## src/hdl/i2cm_pkg.sv

```systemverilog
// Shared types and constants for the I2C EEPROM byte master.
// Used by the input queue, the bus sequencer and the top level.
package i2cm_pkg;

  localparam logic [6:0] DEV_ADDR_RST    = 7'd80;
  localparam logic [7:0] PHASE_TICKS_RST = 8'd5;
  localparam int         QUEUE_DEPTH_DEF = 4;

  // Register index, taken from paddr[2].
  typedef enum logic {
    REG_DEVICE_ADDRESS = 1'b0,
    REG_PHASE_TICKS    = 1'b1
  } reg_idx_t;

  // Transaction kind.
  typedef enum logic {
    FUNC_WRITE = 1'b0,
    FUNC_READ  = 1'b1
  } func_t;

  typedef enum logic [3:0] {
    S_IDLE      = 4'd0,
    S_START_HI  = 4'd1,
    S_START_LO  = 4'd2,
    S_TX_LOW    = 4'd3,
    S_TX_HIGH   = 4'd4,
    S_ACK_LOW   = 4'd5,
    S_ACK_HIGH  = 4'd6,
    S_RS_LOW    = 4'd7,
    S_RX_LOW    = 4'd8,
    S_RX_HIGH   = 4'd9,
    S_MN_LOW    = 4'd10,
    S_MN_HIGH   = 4'd11,
    S_STOP_LOW  = 4'd12,
    S_STOP_HIGH = 4'd13,
    S_STOP_END  = 4'd14
  } step_t;

  // One bus tick as it travels from the front queue to the sequencer.
  typedef struct packed {
    logic       cmd_valid;
    func_t      func;
    logic [7:0] word_address;
    logic [7:0] write_data;
    logic       sda_in;
  } item_t;

  // Bus configuration handed to the sequencer.
  typedef struct packed {
    logic [6:0] device_address;
    logic [7:0] phase_ticks;
  } cfg_t;

endpackage

```

## src/hdl/i2c_eeprom_byte_master.sv

```systemverilog
// Top level of the I2C EEPROM byte master: config registers, queue and sequencer.
// Depends on i2cm_pkg, i2cm_queue and i2cm_seq.
//
// Each input item is one bus tick and yields exactly one result item carrying the
// SCL/SDA levels for that tick plus busy, done, success and read data. The block
// takes one item per clock cycle while in_stall is low. A result is offered once the
// item has passed the input queue and the sequencer has registered its result, and
// it is held while out_stall is high. The sequencer does one tick item per cycle,
// waiting while a held result stalls it. A write or random read runs START, address
// and data bytes with ACK checks (a read also a repeated START), and STOP; each SCL
// phase lasts phase_ticks items. Configuration may be written only when no accepted
// item is still waiting for its result.
module i2c_eeprom_byte_master #(
  parameter int QUEUE_DEPTH = i2cm_pkg::QUEUE_DEPTH_DEF
) (
  input  logic        clk,
  input  logic        rst_n,
  input  logic        in_valid,
  output logic        in_stall,
  input  logic        in_cmd_valid,
  input  logic        in_func,
  input  logic [7:0]  in_word_address,
  input  logic [7:0]  in_write_data,
  input  logic        in_sda_in,
  output logic        out_valid,
  input  logic        out_stall,
  output logic        out_scl_level,
  output logic        out_sda_drive,
  output logic        out_busy_res,
  output logic        out_done_res,
  output logic        out_success,
  output logic [7:0]  out_read_data,
  input  logic        cfg_psel,
  input  logic        cfg_penable,
  input  logic        cfg_pwrite,
  input  logic [2:0]  cfg_paddr,
  input  logic [31:0] cfg_pwdata,
  output logic [31:0] cfg_prdata,
  output logic        cfg_pready
);
  import i2cm_pkg::*;

  logic [6:0] dev_addr_r;
  logic [7:0] phase_ticks_r;
  logic       cfg_wr;
  reg_idx_t   cfg_idx;
  cfg_t       cfg;
  item_t      in_item, q_item;
  logic       q_valid, q_pop;

  assign cfg_pready = 1'b1;
  assign cfg_idx    = reg_idx_t'(cfg_paddr[2]);
  assign cfg_wr     = cfg_psel && cfg_penable && cfg_pwrite && cfg_pready;

  always_ff @(posedge clk) begin
    if (!rst_n) begin
      dev_addr_r    <= DEV_ADDR_RST;
      phase_ticks_r <= PHASE_TICKS_RST;
    end else if (cfg_wr) begin
      case (cfg_idx)
        REG_DEVICE_ADDRESS: dev_addr_r    <= cfg_pwdata[6:0];
        REG_PHASE_TICKS:    phase_ticks_r <= cfg_pwdata[7:0];
        default: ;
      endcase
    end
  end

  always_comb begin
    case (cfg_idx)
      REG_DEVICE_ADDRESS: cfg_prdata = {25'd0, dev_addr_r};
      REG_PHASE_TICKS:    cfg_prdata = {24'd0, phase_ticks_r};
      default:            cfg_prdata = 32'd0;
    endcase
  end

  assign cfg.device_address = dev_addr_r;
  assign cfg.phase_ticks    = phase_ticks_r;

  assign in_item.cmd_valid    = in_cmd_valid;
  assign in_item.func         = func_t'(in_func);
  assign in_item.word_address = in_word_address;
  assign in_item.write_data   = in_write_data;
  assign in_item.sda_in       = in_sda_in;

  i2cm_queue #(
    .DEPTH (QUEUE_DEPTH)
  ) u_queue (
    .clk      (clk),
    .rst_n    (rst_n),
    .in_valid (in_valid),
    .in_stall (in_stall),
    .in_item  (in_item),
    .q_valid  (q_valid),
    .q_item   (q_item),
    .q_pop    (q_pop)
  );

  i2cm_seq u_seq (
    .clk           (clk),
    .rst_n         (rst_n),
    .cfg           (cfg),
    .q_valid       (q_valid),
    .q_item        (q_item),
    .q_pop         (q_pop),
    .out_valid     (out_valid),
    .out_stall     (out_stall),
    .out_scl_level (out_scl_level),
    .out_sda_drive (out_sda_drive),
    .out_busy_res  (out_busy_res),
    .out_done_res  (out_done_res),
    .out_success   (out_success),
    .out_read_data (out_read_data)
  );

endmodule

```

## src/hdl/i2cm_queue.sv

```systemverilog
// Front part: accepts tick items into a short FIFO ahead of the sequencer.
// Depends on i2cm_pkg for the item type.
module i2cm_queue #(
  parameter int DEPTH = i2cm_pkg::QUEUE_DEPTH_DEF
) (
  input  logic            clk,
  input  logic            rst_n,
  input  logic            in_valid,
  output logic            in_stall,
  input  i2cm_pkg::item_t in_item,
  output logic            q_valid,
  output i2cm_pkg::item_t q_item,
  input  logic            q_pop
);
  import i2cm_pkg::*;

  localparam int PTR_W = (DEPTH > 1) ? $clog2(DEPTH) : 1;
  localparam int CNT_W = $clog2(DEPTH + 1);

  item_t            mem_r [DEPTH];
  logic [PTR_W-1:0] wr_ptr_r, wr_ptr_nxt;
  logic [PTR_W-1:0] rd_ptr_r, rd_ptr_nxt;
  logic [CNT_W-1:0] count_r, count_nxt;
  logic             push;

  assign in_stall = (count_r == CNT_W'(DEPTH));
  assign push     = in_valid && !in_stall;
  assign q_valid  = (count_r != '0);
  assign q_item   = mem_r[rd_ptr_r];

  always_comb begin
    wr_ptr_nxt = wr_ptr_r;
    rd_ptr_nxt = rd_ptr_r;
    count_nxt  = count_r;
    if (push) begin
      wr_ptr_nxt = (wr_ptr_r == PTR_W'(DEPTH - 1)) ? '0 : wr_ptr_r + 1'b1;
    end
    if (q_pop) begin
      rd_ptr_nxt = (rd_ptr_r == PTR_W'(DEPTH - 1)) ? '0 : rd_ptr_r + 1'b1;
    end
    if (push && !q_pop) begin
      count_nxt = count_r + 1'b1;
    end else if (!push && q_pop) begin
      count_nxt = count_r - 1'b1;
    end
  end

  always_ff @(posedge clk) begin
    if (!rst_n) begin
      wr_ptr_r <= '0;
      rd_ptr_r <= '0;
      count_r  <= '0;
    end else begin
      wr_ptr_r <= wr_ptr_nxt;
      rd_ptr_r <= rd_ptr_nxt;
      count_r  <= count_nxt;
    end
  end

  always_ff @(posedge clk) begin
    if (push) begin
      mem_r[wr_ptr_r] <= in_item;
    end
  end

  a_no_pop_empty: assert property (@(posedge clk) disable iff (!rst_n)
    q_pop |-> count_r != '0)
    else $error("queue popped while empty");

  a_count_range: assert property (@(posedge clk) disable iff (!rst_n)
    count_r <= CNT_W'(DEPTH))
    else $error("queue count beyond depth");

  a_push_grows: assert property (@(posedge clk) disable iff (!rst_n)
    push && !q_pop |=> count_r == $past(count_r) + 1'b1)
    else $error("queue count did not grow on push");

endmodule

```

## src/hdl/i2cm_seq.sv

```systemverilog
// Back part: I2C bus sequencer, driven one tick item at a time, with the result register.
// Depends on i2cm_pkg for the step, item and config types.
module i2cm_seq (
  input  logic            clk,
  input  logic            rst_n,
  input  i2cm_pkg::cfg_t  cfg,
  input  logic            q_valid,
  input  i2cm_pkg::item_t q_item,
  output logic            q_pop,
  output logic            out_valid,
  input  logic            out_stall,
  output logic            out_scl_level,
  output logic            out_sda_drive,
  output logic            out_busy_res,
  output logic            out_done_res,
  output logic            out_success,
  output logic [7:0]      out_read_data
);
  import i2cm_pkg::*;

  step_t       step_r, step_nxt, st;
  logic [3:0]  bit_count_r, bit_count_nxt;
  logic [7:0]  shifter_r, shifter_nxt, sh;
  logic [7:0]  phase_r, phase_nxt;
  func_t       kind_r, kind_nxt;
  logic [7:0]  addr_r, addr_nxt;
  logic [7:0]  data_r, data_nxt;
  logic [1:0]  bidx_r, bidx_nxt, bidx_inc;
  logic        ok_r, ok_nxt;

  logic        out_valid_r, out_valid_nxt;
  logic        scl_r, sda_r, busy_r, done_r, succ_r;
  logic [7:0]  rdata_r;
  logic        scl, sda, done, succ;
  logic [7:0]  rdata;
  logic [7:0]  limit;
  logic [8:0]  cnt;
  logic        fire;

  function automatic logic [7:0] byte_sel(input logic [6:0] dev, input logic [1:0] bi,
                                          input func_t k, input logic [7:0] a,
                                          input logic [7:0] d);
    logic [7:0] dev_b;
    dev_b = {dev, 1'b0};
    if (bi == 2'd0) begin
      return dev_b;
    end else if (bi == 2'd1) begin
      return a;
    end else begin
      return (k == FUNC_READ) ? {dev, 1'b1} : d;
    end
  endfunction

  assign fire  = q_valid && (!out_valid_r || !out_stall);
  assign q_pop = fire;
  assign limit = (cfg.phase_ticks == 8'd0) ? 8'd1 : cfg.phase_ticks;

  always_comb begin
    st  = step_r;
    sh  = shifter_r;
    kind_nxt      = kind_r;
    addr_nxt      = addr_r;
    data_nxt      = data_r;
    bidx_nxt      = bidx_r;
    ok_nxt        = ok_r;
    bit_count_nxt = bit_count_r;
    phase_nxt     = phase_r;
    // A command only starts from idle; later commands are ignored.
    if (step_r == S_IDLE && q_item.cmd_valid) begin
      kind_nxt      = q_item.func;
      addr_nxt      = q_item.word_address;
      data_nxt      = q_item.write_data;
      bidx_nxt      = 2'd0;
      ok_nxt        = 1'b0;
      bit_count_nxt = 4'd0;
      phase_nxt     = 8'd0;
      st            = S_START_HI;
    end
    step_nxt    = st;
    shifter_nxt = sh;
    bidx_inc    = bidx_nxt + 2'd1;

    scl = 1'b1;
    sda = 1'b1;
    case (st)
      S_START_LO:  sda = 1'b0;
      S_TX_LOW: begin
        scl = 1'b0;
        sda = sh[7];
      end
      S_TX_HIGH:   sda = sh[7];
      S_ACK_LOW, S_RS_LOW, S_RX_LOW, S_MN_LOW: scl = 1'b0;
      S_STOP_LOW: begin
        scl = 1'b0;
        sda = 1'b0;
      end
      S_STOP_HIGH: sda = 1'b0;
      default: ;
    endcase

    done  = 1'b0;
    succ  = 1'b0;
    rdata = 8'd0;
    cnt   = {1'b0, phase_nxt} + 9'd1;
    if (st != S_IDLE) begin
      if (cnt >= {1'b0, limit}) begin
        phase_nxt = 8'd0;
        case (st)
          S_START_HI: step_nxt = S_START_LO;
          S_START_LO: begin
            shifter_nxt   = byte_sel(cfg.device_address, bidx_nxt, kind_nxt, addr_nxt,
                                     data_nxt);
            bit_count_nxt = 4'd0;
            step_nxt      = S_TX_LOW;
          end
          S_TX_LOW:   step_nxt = S_TX_HIGH;
          S_TX_HIGH: begin
            shifter_nxt = {sh[6:0], 1'b0};
            if (bit_count_nxt == 4'd7) begin
              bit_count_nxt = 4'd0;
              step_nxt      = S_ACK_LOW;
            end else begin
              bit_count_nxt = bit_count_nxt + 4'd1;
              step_nxt      = S_TX_LOW;
            end
          end
          S_ACK_LOW:  step_nxt = S_ACK_HIGH;
          S_ACK_HIGH: begin
            if (q_item.sda_in) begin
              // slave NACK
              ok_nxt   = 1'b0;
              step_nxt = S_STOP_LOW;
            end else begin
              bidx_nxt = bidx_inc;
              if (kind_nxt == FUNC_WRITE && bidx_inc == 2'd3) begin
                ok_nxt   = 1'b1;
                step_nxt = S_STOP_LOW;
              end else if (kind_nxt == FUNC_READ && bidx_inc == 2'd2) begin
                step_nxt = S_RS_LOW;
              end else if (kind_nxt == FUNC_READ && bidx_inc == 2'd3) begin
                shifter_nxt   = 8'd0;
                bit_count_nxt = 4'd0;
                step_nxt      = S_RX_LOW;
              end else begin
                shifter_nxt   = byte_sel(cfg.device_address, bidx_inc, kind_nxt,
                                         addr_nxt, data_nxt);
                bit_count_nxt = 4'd0;
                step_nxt      = S_TX_LOW;
              end
            end
          end
          S_RS_LOW:   step_nxt = S_START_HI;
          S_RX_LOW:   step_nxt = S_RX_HIGH;
          S_RX_HIGH: begin
            shifter_nxt = {sh[6:0], q_item.sda_in};
            if (bit_count_nxt == 4'd7) begin
              bit_count_nxt = 4'd0;
              step_nxt      = S_MN_LOW;
            end else begin
              bit_count_nxt = bit_count_nxt + 4'd1;
              step_nxt      = S_RX_LOW;
            end
          end
          S_MN_LOW:   step_nxt = S_MN_HIGH;
          S_MN_HIGH: begin
            ok_nxt   = 1'b1;
            step_nxt = S_STOP_LOW;
          end
          S_STOP_LOW:  step_nxt = S_STOP_HIGH;
          S_STOP_HIGH: step_nxt = S_STOP_END;
          default: begin
            done     = 1'b1;
            succ     = ok_nxt;
            rdata    = (ok_nxt && kind_nxt == FUNC_READ) ? sh : 8'd0;
            step_nxt = S_IDLE;
          end
        endcase
      end else begin
        phase_nxt = cnt[7:0];
      end
    end

    out_valid_nxt = fire || (out_valid_r && out_stall);
  end

  always_ff @(posedge clk) begin
    if (!rst_n) begin
      step_r      <= S_IDLE;
      bit_count_r <= 4'd0;
      shifter_r   <= 8'd0;
      phase_r     <= 8'd0;
      kind_r      <= FUNC_WRITE;
      addr_r      <= 8'd0;
      data_r      <= 8'd0;
      bidx_r      <= 2'd0;
      ok_r        <= 1'b0;
      out_valid_r <= 1'b0;
    end else begin
      out_valid_r <= out_valid_nxt;
      if (fire) begin
        step_r      <= step_nxt;
        bit_count_r <= bit_count_nxt;
        shifter_r   <= shifter_nxt;
        phase_r     <= phase_nxt;
        kind_r      <= kind_nxt;
        addr_r      <= addr_nxt;
        data_r      <= data_nxt;
        bidx_r      <= bidx_nxt;
        ok_r        <= ok_nxt;
      end
    end
  end

  always_ff @(posedge clk) begin
    if (fire) begin
      scl_r   <= scl;
      sda_r   <= sda;
      busy_r  <= (step_nxt != S_IDLE);
      done_r  <= done;
      succ_r  <= succ;
      rdata_r <= rdata;
    end
  end

  assign out_valid     = out_valid_r;
  assign out_scl_level = scl_r;
  assign out_sda_drive = sda_r;
  assign out_busy_res  = busy_r;
  assign out_done_res  = done_r;
  assign out_success   = succ_r;
  assign out_read_data = rdata_r;

  a_done_not_busy: assert property (@(posedge clk) disable iff (!rst_n)
    out_valid_r && done_r |-> !busy_r)
    else $error("result marks done while still busy");

  a_rdata_only_ok: assert property (@(posedge clk) disable iff (!rst_n)
    out_valid_r && rdata_r != 8'd0 |-> done_r && succ_r)
    else $error("read data shown without a successful finish");

  a_idle_after_done: assert property (@(posedge clk) disable iff (!rst_n)
    fire && done |=> step_r == S_IDLE)
    else $error("sequencer not idle after finishing");

  a_bit_count: assert property (@(posedge clk) disable iff (!rst_n)
    bit_count_r < 4'd8)
    else $error("bit counter out of byte range");

endmodule
```

## config.mk

```make
export PLATFORM = sky130hd
export DESIGN_NAME = i2c_eeprom_byte_master
export DESIGN_NICKNAME = d
export VERILOG_FILES = /design/src/hdl/i2cm_pkg.sv /design/src/hdl/i2c_eeprom_byte_master.sv /design/src/hdl/i2cm_queue.sv /design/src/hdl/i2cm_seq.sv
export SDC_FILE = /design/constraint.sdc
export NUM_CORES = 1
export LEC_CHECK = 0
export ABC_AREA = 1
export ABC_CLOCK_PERIOD_IN_PS = 3400
export BUFFER_PORTS_ARGS = -buffer_cell sky130_fd_sc_hd__clkbuf_2
export CORE_UTILIZATION = 42
export CTS_CLUSTER_SIZE = 28
export DETAILED_ROUTE_END_ITERATION = 7
export HOLD_SLACK_MARGIN = 0.06
export REMOVE_ABC_BUFFERS = 1
export SYNTH_ARGS = -nofsm -noshare
export SYNTH_HDL_FRONTEND = slang
export SYNTH_SLANG_ARGS = --single-unit
export TNS_END_PERCENT = 1
```

## constraint.sdc

```tcl
create_clock -name clk -period 3.4 [get_ports clk]
set_clock_uncertainty 0.05 [all_clocks]
set_input_delay 0.51 -clock clk [delete_from_list [all_inputs] [get_ports clk]]
set_output_delay 0.51 -clock clk [all_outputs]
set_load 0.01 [all_outputs]
```

# --- Word-level counts from Yosys, hierarchy flattened ---
# Memories as Yosys holds them, arrays and structs flattened. A register that Yosys moved wholly into a read port is not among the register bits.
# Cells that the tools add are included.
totals:
  inputBits: 61
  regBits: 80
  out_inout_bits: 48
  wordCells: 156
  ramBits: 76
  memories: 1
mem_list:
  columns: ["memory", "depth", "word_bits", "rd", "rd_clocked_by_memory_dff", "write_ports", "line_no", "source"]
  rows:
  - ["u_queue.mem_r", 4, 19, 1, 1, 1, "i2cm_queue.sv:20", "item_t mem_r [DEPTH];"]
classes:
  eq_ne: 24
  reduce_logical: 39
  mux: 58
  n_bitwise: 5
  order_cmp: 1
  add_sub_neg: 7
ops:
  columns: ["cell", "n"]
  rows:
  - ["$mux 8", 15]
  - ["$pmux 32 s2", 1]
  - ["$mux 4", 14]
  - ["$pmux 4 s13", 1]
  - ["$pmux 8 s4", 1]
  - ["$eq 4x4->1 const B", 6]
  - ["$eq 4x3->1 const B", 5]
  - ["$mux 2", 10]
  - ["$reduce_or 16->1", 1]
  - ["$reduce_or 15->1", 1]
  - ["$reduce_or 13->1", 1]
  - ["$logic_and 1x1->1", 12]
  - ["$pmux 4 s3", 1]
  - ["$reduce_bool 4->1", 3]
  - ["$mux 1", 10]
  - ["$add 8x1->9 const B", 1]
  - ["$ge 9x8->1", 1]
  - ["$mux 3", 3]
  - ["$eq 2x2->1 const B", 4]
  - ["$eq 4x2->1 const B", 2]
  - ["$logic_not 8->1", 1]
  - ["$reduce_and 7->1", 1]
  - ["$add 2x1->2 const B", 3]
  - ["$ne 2x2->1 const B", 3]
  - ["18 further kinds", 33]

# --- Longest topological paths before layout ---
depth:
  word_depth: 14
  ltp_mapped: 25
  ltp_nobuf: 23

# --- Modules after synthesis ---
# Synthesis repeated with hierarchy kept, for this count alone.
unflattened:
  hier_cells: 994
  hier_area_um2: 8270.4
modules_own_cells:
  columns: ["mod", "cells_each", "instances", "area_per_inst_um2", "seq_area_each_um2"]
  rows:
  - ["i2cm_seq", 601, 1, 3957.5, 1291.2]
  - ["i2cm_queue", 250, 1, 3350.7, 2462.4]
  - ["i2c_eeprom_byte_master", 143, 1, 962.2, 300.3]

# --- Worst setup path before layout ---
# Ideal clock, no wire load.
synth_path:
  kind: "register -> register"
  from: "reg u_seq.step_r[1]"
  to: "reg u_seq.busy_r (netlist: u_seq.out_busy_res), data pin"
  path_slack_ps: 385
  n_path_buf: 3
  synth_period_minus_slack_ps: 3015
  t_required_ps: 3096
  path_stages_with_launch: 25
  setup_ps: 254
  arrival_ps: 2711
  path_cell_list: "dfxtp_1 inv_2 nand2_2 nor2_4 nand3_4 buf_6 buf_6 nand2_1 inv_2 nand3_1 xor2_1 ha_1 nand2_1 inv_1 nand3b_1 nand3_1 nand2_1 nand2_1 a21oi_1 nand2_4 buf_6 nand2_1 o21ai_0 nor2_1 nand2_1"
synth_between:
  elab_chain_cells: 14
  elab_cells_between_ends: 41
  cone_classes: "add/sub (2); order compare (1); eq/ne (16); mux (14); bitwise (1); reduce/logical (7)"
synth_lines:
  columns: ["item", "line_no", "source"]
  rows:
  - ["start, declared", "i2cm_seq.sv:21", "step_t step_r, step_nxt, st;"]
  - ["start signal, assigned", "i2cm_seq.sv:201", "step_r <= step_nxt;"]
  - ["$logic_not 4->1", "i2cm_seq.sv:69", "if (step_r == S_IDLE && q_item.cmd_valid) begin"]
  - ["$logic_and 1x1->1", "i2cm_seq.sv:69", null]
  - ["$mux 2", "i2cm_seq.sv:69", null]
  - ["$add 2x1->2", "i2cm_seq.sv:81", "bidx_inc = bidx_nxt + 2'd1;"]
  - ["$eq 2x2->1", "i2cm_seq.sv:135, i2cm_seq.sv:140", null]
  - ["$logic_and 1x1->1", "i2cm_seq.sv:140", "end else if (kind_nxt == FUNC_READ && bidx_inc == 2'd3) begin"]
  - ["$mux 4", "i2cm_seq.sv:140", null]
  - ["$mux 4", "i2cm_seq.sv:138", "end else if (kind_nxt == FUNC_READ && bidx_inc == 2'd2) begin"]
  - ["$mux 4", "i2cm_seq.sv:135", "if (kind_nxt == FUNC_WRITE && bidx_inc == 2'd3) begin"]
  - ["$mux 4", "i2cm_seq.sv:129", "if (q_item.sda_in) begin"]
  - ["$pmux 4 s13", "i2cm_seq.sv:108", "case (st)"]
  - ["$mux 4", "i2cm_seq.sv:106", "if (cnt >= {1'b0, limit}) begin"]
  - ["$mux 4 (*)", "i2cm_seq.sv:105", "if (st != S_IDLE) begin"]
  - ["$reduce_bool 4->1 (*)", "i2cm_seq.sv:218", "busy_r <= (step_nxt != S_IDLE);"]
  - ["end signal, assigned", "i2cm_seq.sv:218", null]
  - ["end, declared", "i2cm_seq.sv:32", "logic scl_r, sda_r, busy_r, done_r, succ_r;"]
# Every way passes the cells marked *; elsewhere a longest branch is shown, timed or not.
# A chain may end at the register's enable or synchronous reset.

# --- Worst setup path in the final report ---
layout_path:
  from: "reg u_seq.step_r[3]"
  to: "reg u_seq.rdata_r[5] (netlist: u_seq.out_read_data[5]), data pin"
layout_between:
  elab_chain_cells: 7
  elab_cells_between_ends: 27
  cone_classes: "add/sub (1); order compare (1); eq/ne (13); mux (4); bitwise (3); reduce/logical (5)"
layout_lines:
  columns: ["item", "line_no", "source"]
  rows:
  - ["$logic_not 4->1", "i2cm_seq.sv:69", null]
  - ["$logic_and 1x1->1", "i2cm_seq.sv:69", null]
  - ["$mux 8", "i2cm_seq.sv:69", null]
  - ["$add 8x1->9", "i2cm_seq.sv:104", "cnt = {1'b0, phase_nxt} + 9'd1;"]
  - ["$ge 9x8->1", "i2cm_seq.sv:106", null]
  - ["$not 1->1 (no source line)", null, null]
  - ["$reduce_or 16->1 (no source line) (*)", null, null]
  - ["end signal, assigned", "i2cm_seq.sv:221", "rdata_r <= rdata;"]
  - ["end, declared", "i2cm_seq.sv:33", "logic [7:0] rdata_r;"]
# Marks and branches as above.

==> results.md <==
* Status: complete, no violations
* Mapped Area at 8090 um^2
* Fmax at 318 MHz
* Initial Util at 43.1%
* Register area share after synthesis at 50.1%
* Largest net degree at the start of global routing at 36
* First-pass GRT wire length at 29.6 mm
* Peak supply drop at 0.426 mV
* Fill cells at 1798
* Total track usage at 19.1%
* Gate power share at 41.8%
* WP data required at 3.53 ns
* Worst setup SP type: flop
* Slew Limit Headroom at 60.6%
* WL/cell at 14.1 um
* Core Rows at 50
* TritonCTS clock tree: built
* Post-synth cell types at 45
* Critical path type: reg2reg
* Worst-margin pin slew at 0.590 ns
* DRC viols at 0
* Final wirelength at 17.8 mm
* Die Ht at 141 um
* Total power at 8.14 mW
* Full die area at 19800 um^2
* Iteration-0 DRC Markers at 343
* Final Hold Violating Endpoints at 0
* Synth Instances at 956
* Post-synth EDFFs at 89
* CP Capture Type: flop
* Total CTS buffers at 17
* Top FF cell, synth: edfxtp_1
* Syn-to-layout area delta at 14.5%
* Non-Filler Instances at 1269
* Inst Count DP at 1233
* Min Tclk post-route at 3.14 ns
* Routed via count at 6363
* Final setup violation count at 0
* Final WS setup at 0.259 ns
* Pwr dens at 878 nW/um^2
* Slew Limit Fails at 0
* Crit-path max FO at 8
* Hold Crit Class: in2reg
* Vias in the first global route at 5933
* Seq pwr share at 32.8%
* Vias per cell at 5.01
* Post-DRT Antenna Nets at 0
* Final nets at 1104
* Clock Tree Root: clkbuf_16
* Post-Syn Area per Cell at 8.47 um^2
* Pleak at 3.86 nW
* Unrepaired setup endpoints after global routing: false
* Sw Ratio at 41.1%
* Clock sink total at 158
* Congestion Overflow GR at 0
* Share of layout cells above drive strength 1 at 16.8%
* NetSw at 3.35 mW
* Core area at 18800 um^2
* Max-Cap Viols at 0
* DP Wirelength at 12.2 mm
* Worst slack, placed at 0.0887 ns
* RD Place Congestion at 0.905
* Yosys warning count at 0
* Clk pwr share at 25.5%
* Ys async rst share at 0%
* Skew-Pair Late Insertion Delay at 0.43 ns
* Port Buffers at 57
* DR pass1 iterations at 5
* Internal at 4.79 mW
* Reg clk slew, reported paths at 0.07 ns
* Worst EP arrival at 3.28 ns
* Initial antenna violation count at 0
* # diodes at 0
* Yosys reg bits at 158
* I/O Pins at 109
* Horiz. Die Dim at 141 um
* Htree depth at 4
* Fin crit share at 92.4%
* Worst Hold Margin at 0.241 ns
* Max Root-Sink Buffers at 2
==> cells in the mapped netlist (2+ instances only) <==
cell type | number | share of area [%]
nand2_1 | 191 | 8.9
nor2_1 | 117 | 5.4
o21ai_0 | 94 | 5.8
edfxtp_1 | 89 | 33
inv_1 | 82 | 3.8
dfxtp_1 | 69 | 17
a21oi_1 | 57 | 3.5
nand3_1 | 43 | 2.7
buf_4 | 29 | 2.7
o21ai_1 | 21 | 1.3
ha_1 | 20 | 3.1
clkbuf_1 | 16 | 0.74
inv_2 | 16 | 0.74
a211oi_1 | 14 | 1.3
nand2_2 | 12 | 0.93
buf_2 | 10 | 0.62
o22a_1 | 9 | 0.97
nand3_2 | 6 | 0.74
o22ai_1 | 6 | 0.46
nand3b_1 | 5 | 0.46
buf_6 | 4 | 0.56
nand2_4 | 4 | 0.56
nor3_1 | 4 | 0.25
o211ai_1 | 4 | 0.37
a31oi_1 | 3 | 0.23
clkinv_1 | 3 | 0.14
nand3_4 | 3 | 0.65
nor2_4 | 3 | 0.42
xor2_1 | 3 | 0.32
conb_1 | 2 | 0.093
nor2_2 | 2 | 0.15
nor2_8 | 2 | 0.49
==> logic make-up (layout without fill, tap and decap cells) <==
logic type / count (synthesis) / count (layout) / share of synthesized area [%]
flip-flops: 158 / 158 / 50.1
AND/OR/NAND/NOR: 396 / 397 / 22.0
multiplexers: 1 / 1 / 0.124
AO/OA/AOI/OAI: 214 / 214 / 14.7
XOR/XNOR: 4 / 4 / 0.433
other: 2 / 25 / 0.0928
adder cells (fa/ha/maj): 21 / 21 / 3.34
buffers and inverters: 160 / 215 / 9.29
==> state kept, by name, summed over array words and instances, names as in the netlist, named ones only <==
signal / count
dev_addr_r: 7
phase_ticks_r: 8
u_queue.count_r: 3
u_queue.mem_r: 76
u_queue.rd_ptr_r: 2
u_queue.wr_ptr_r: 2
u_seq.addr_r: 8
u_seq.bidx_r: 2
u_seq.bit_count_r: 4
u_seq.data_r: 8
u_seq.kind_r: 1
u_seq.ok_r: 1
u_seq.out_busy_res: 1
u_seq.out_done_res: 1
u_seq.out_read_data: 8
u_seq.out_scl_level: 1
u_seq.out_sda_drive: 1
u_seq.out_success: 1
u_seq.out_valid: 1
u_seq.phase_r: 8
u_seq.sh: 8
u_seq.step_r: 4
==> layout by cell type (no fill, tap or decap), drive strengths merged <==
cell      synthesis  final
nor3              4      4
a31o              1      1
dfxtp            69     69
xnor2             1      1
buf              43     25
o21ai           116    116
a21oi            58     58
o22a              9      9
xor2              3      3
mux2i             1      1
and2              1      1
o211a             1      1
nand3            52     52
a211oi           14     14
nand4             2      2
conb              2     25
clkinvlp          0      1
inv              98    105
edfxtp           89     89
o211ai            4      4
o22ai             6      6
nor4              1      1
a31oi             3      3
clkinv            3      7
nor2            124    124
nand3b            5      5
o41ai             1      1
nand2           207    208
ha               20     20
a41o              1      1
fa                1      1
bufinv            0      3
clkbuf           16     74
==> through the flow <==
stage / setup TNS (ns) / util [%] / instance area (um^2)
2_1_floorplan: -18.20 / - / 7810
3_3_place_gp: 0 / 45.6 / 8550
3_5_place_dp: 0 / 45.6 / 8550
4_1_cts: 0 / 49.0 / 9200
5_1_grt: 0 / 49.4 / 9270
6_report: 0 / 49.4 / 9270
==> power groups by stage <==
| stage | combinational [mW] | sequential [mW] | clock (mW) |
|---|---|---|---|
| finish | 3.40 | 2.67 | 2.07 |
| global placement | 3.27 | 2.70 | 0 |
| CTS | 3.30 | 2.66 | 2.11 |
| floorplan | 2.22 | 2.75 | 0 |
| detailed placement | 3.29 | 2.70 | 0 |
| global route | 3.86 | 2.71 | 2.19 |
==> path summary, 6_finish.rpt <==
check / start / cells past startpoint / to / slack, ns
worst min register to register: u_seq.addr_r[7] / 2 / u_seq.addr_r[7] / 0.40
worst min-delay path: in_write_data[0] / 1 / u_queue.mem_r[2][1] / 0.24
worst max-delay path: u_seq.step_r[3] / 20 / u_seq.out_read_data[5] / 0.26
worst max register to register: u_seq.step_r[3] / 20 / u_seq.out_read_data[5] / 0.26
==> area by class of cell <==
class	count	area (um^2)	area share [%]
clock inverter	15	221	2.39
sequential	158	4060	43.8
tap	234	293	3.16
multi-input combinational	662	3420	36.9
inverter	101	379	4.09
clock buffer	17	425	4.59
timing repair buffer	82	473	5.10
==> critical path, cell delays in order, from the launching register on <==
cell	delay (ns)
dfxtp_1	0.33
inv_2	0.08
nand2_2	0.10
nor2_4	0.15
nand3_4	0.15
buf_4	0.17
nand2_1	0.08
nor2_2	0.05
nand2_1	0.10
nor2_1	0.06
xnor2_1	0.21
ha_1	0.31
nand2_1	0.08
nor2_1	0.04
a31o_2	0.21
a21oi_4	0.19
nand2_4	0.14
nand2_4	0.12
inv_2	0.06
nand4_4	0.14
nor2_1	0.06
==> per-layer routing <==
| metal | track usage (%) | vias to the layer above | share of wire [%] | routed length, um |
|---|---|---|---|---|
| met5 | 0 | - | 0 | 0 |
| li1 | - | 3279 | - | - |
| met1 | 25.1 | 2913 | 48 | 8610 |
| met3 | 4.01 | 19 | 4.1 | 724 |
| met4 | 6.92 | 0 | 1.9 | 341 |
| met2 | 31.3 | 152 | 46 | 8170 |
==> timing repair <==
action                                  4_1_cts  5_1_grt
resized for setup                             0       11
hold buffers                                  0        0
endpoints found under the setup margin        0       38
buffers inserted                              0        3
(Power assumes the default switching activity.)
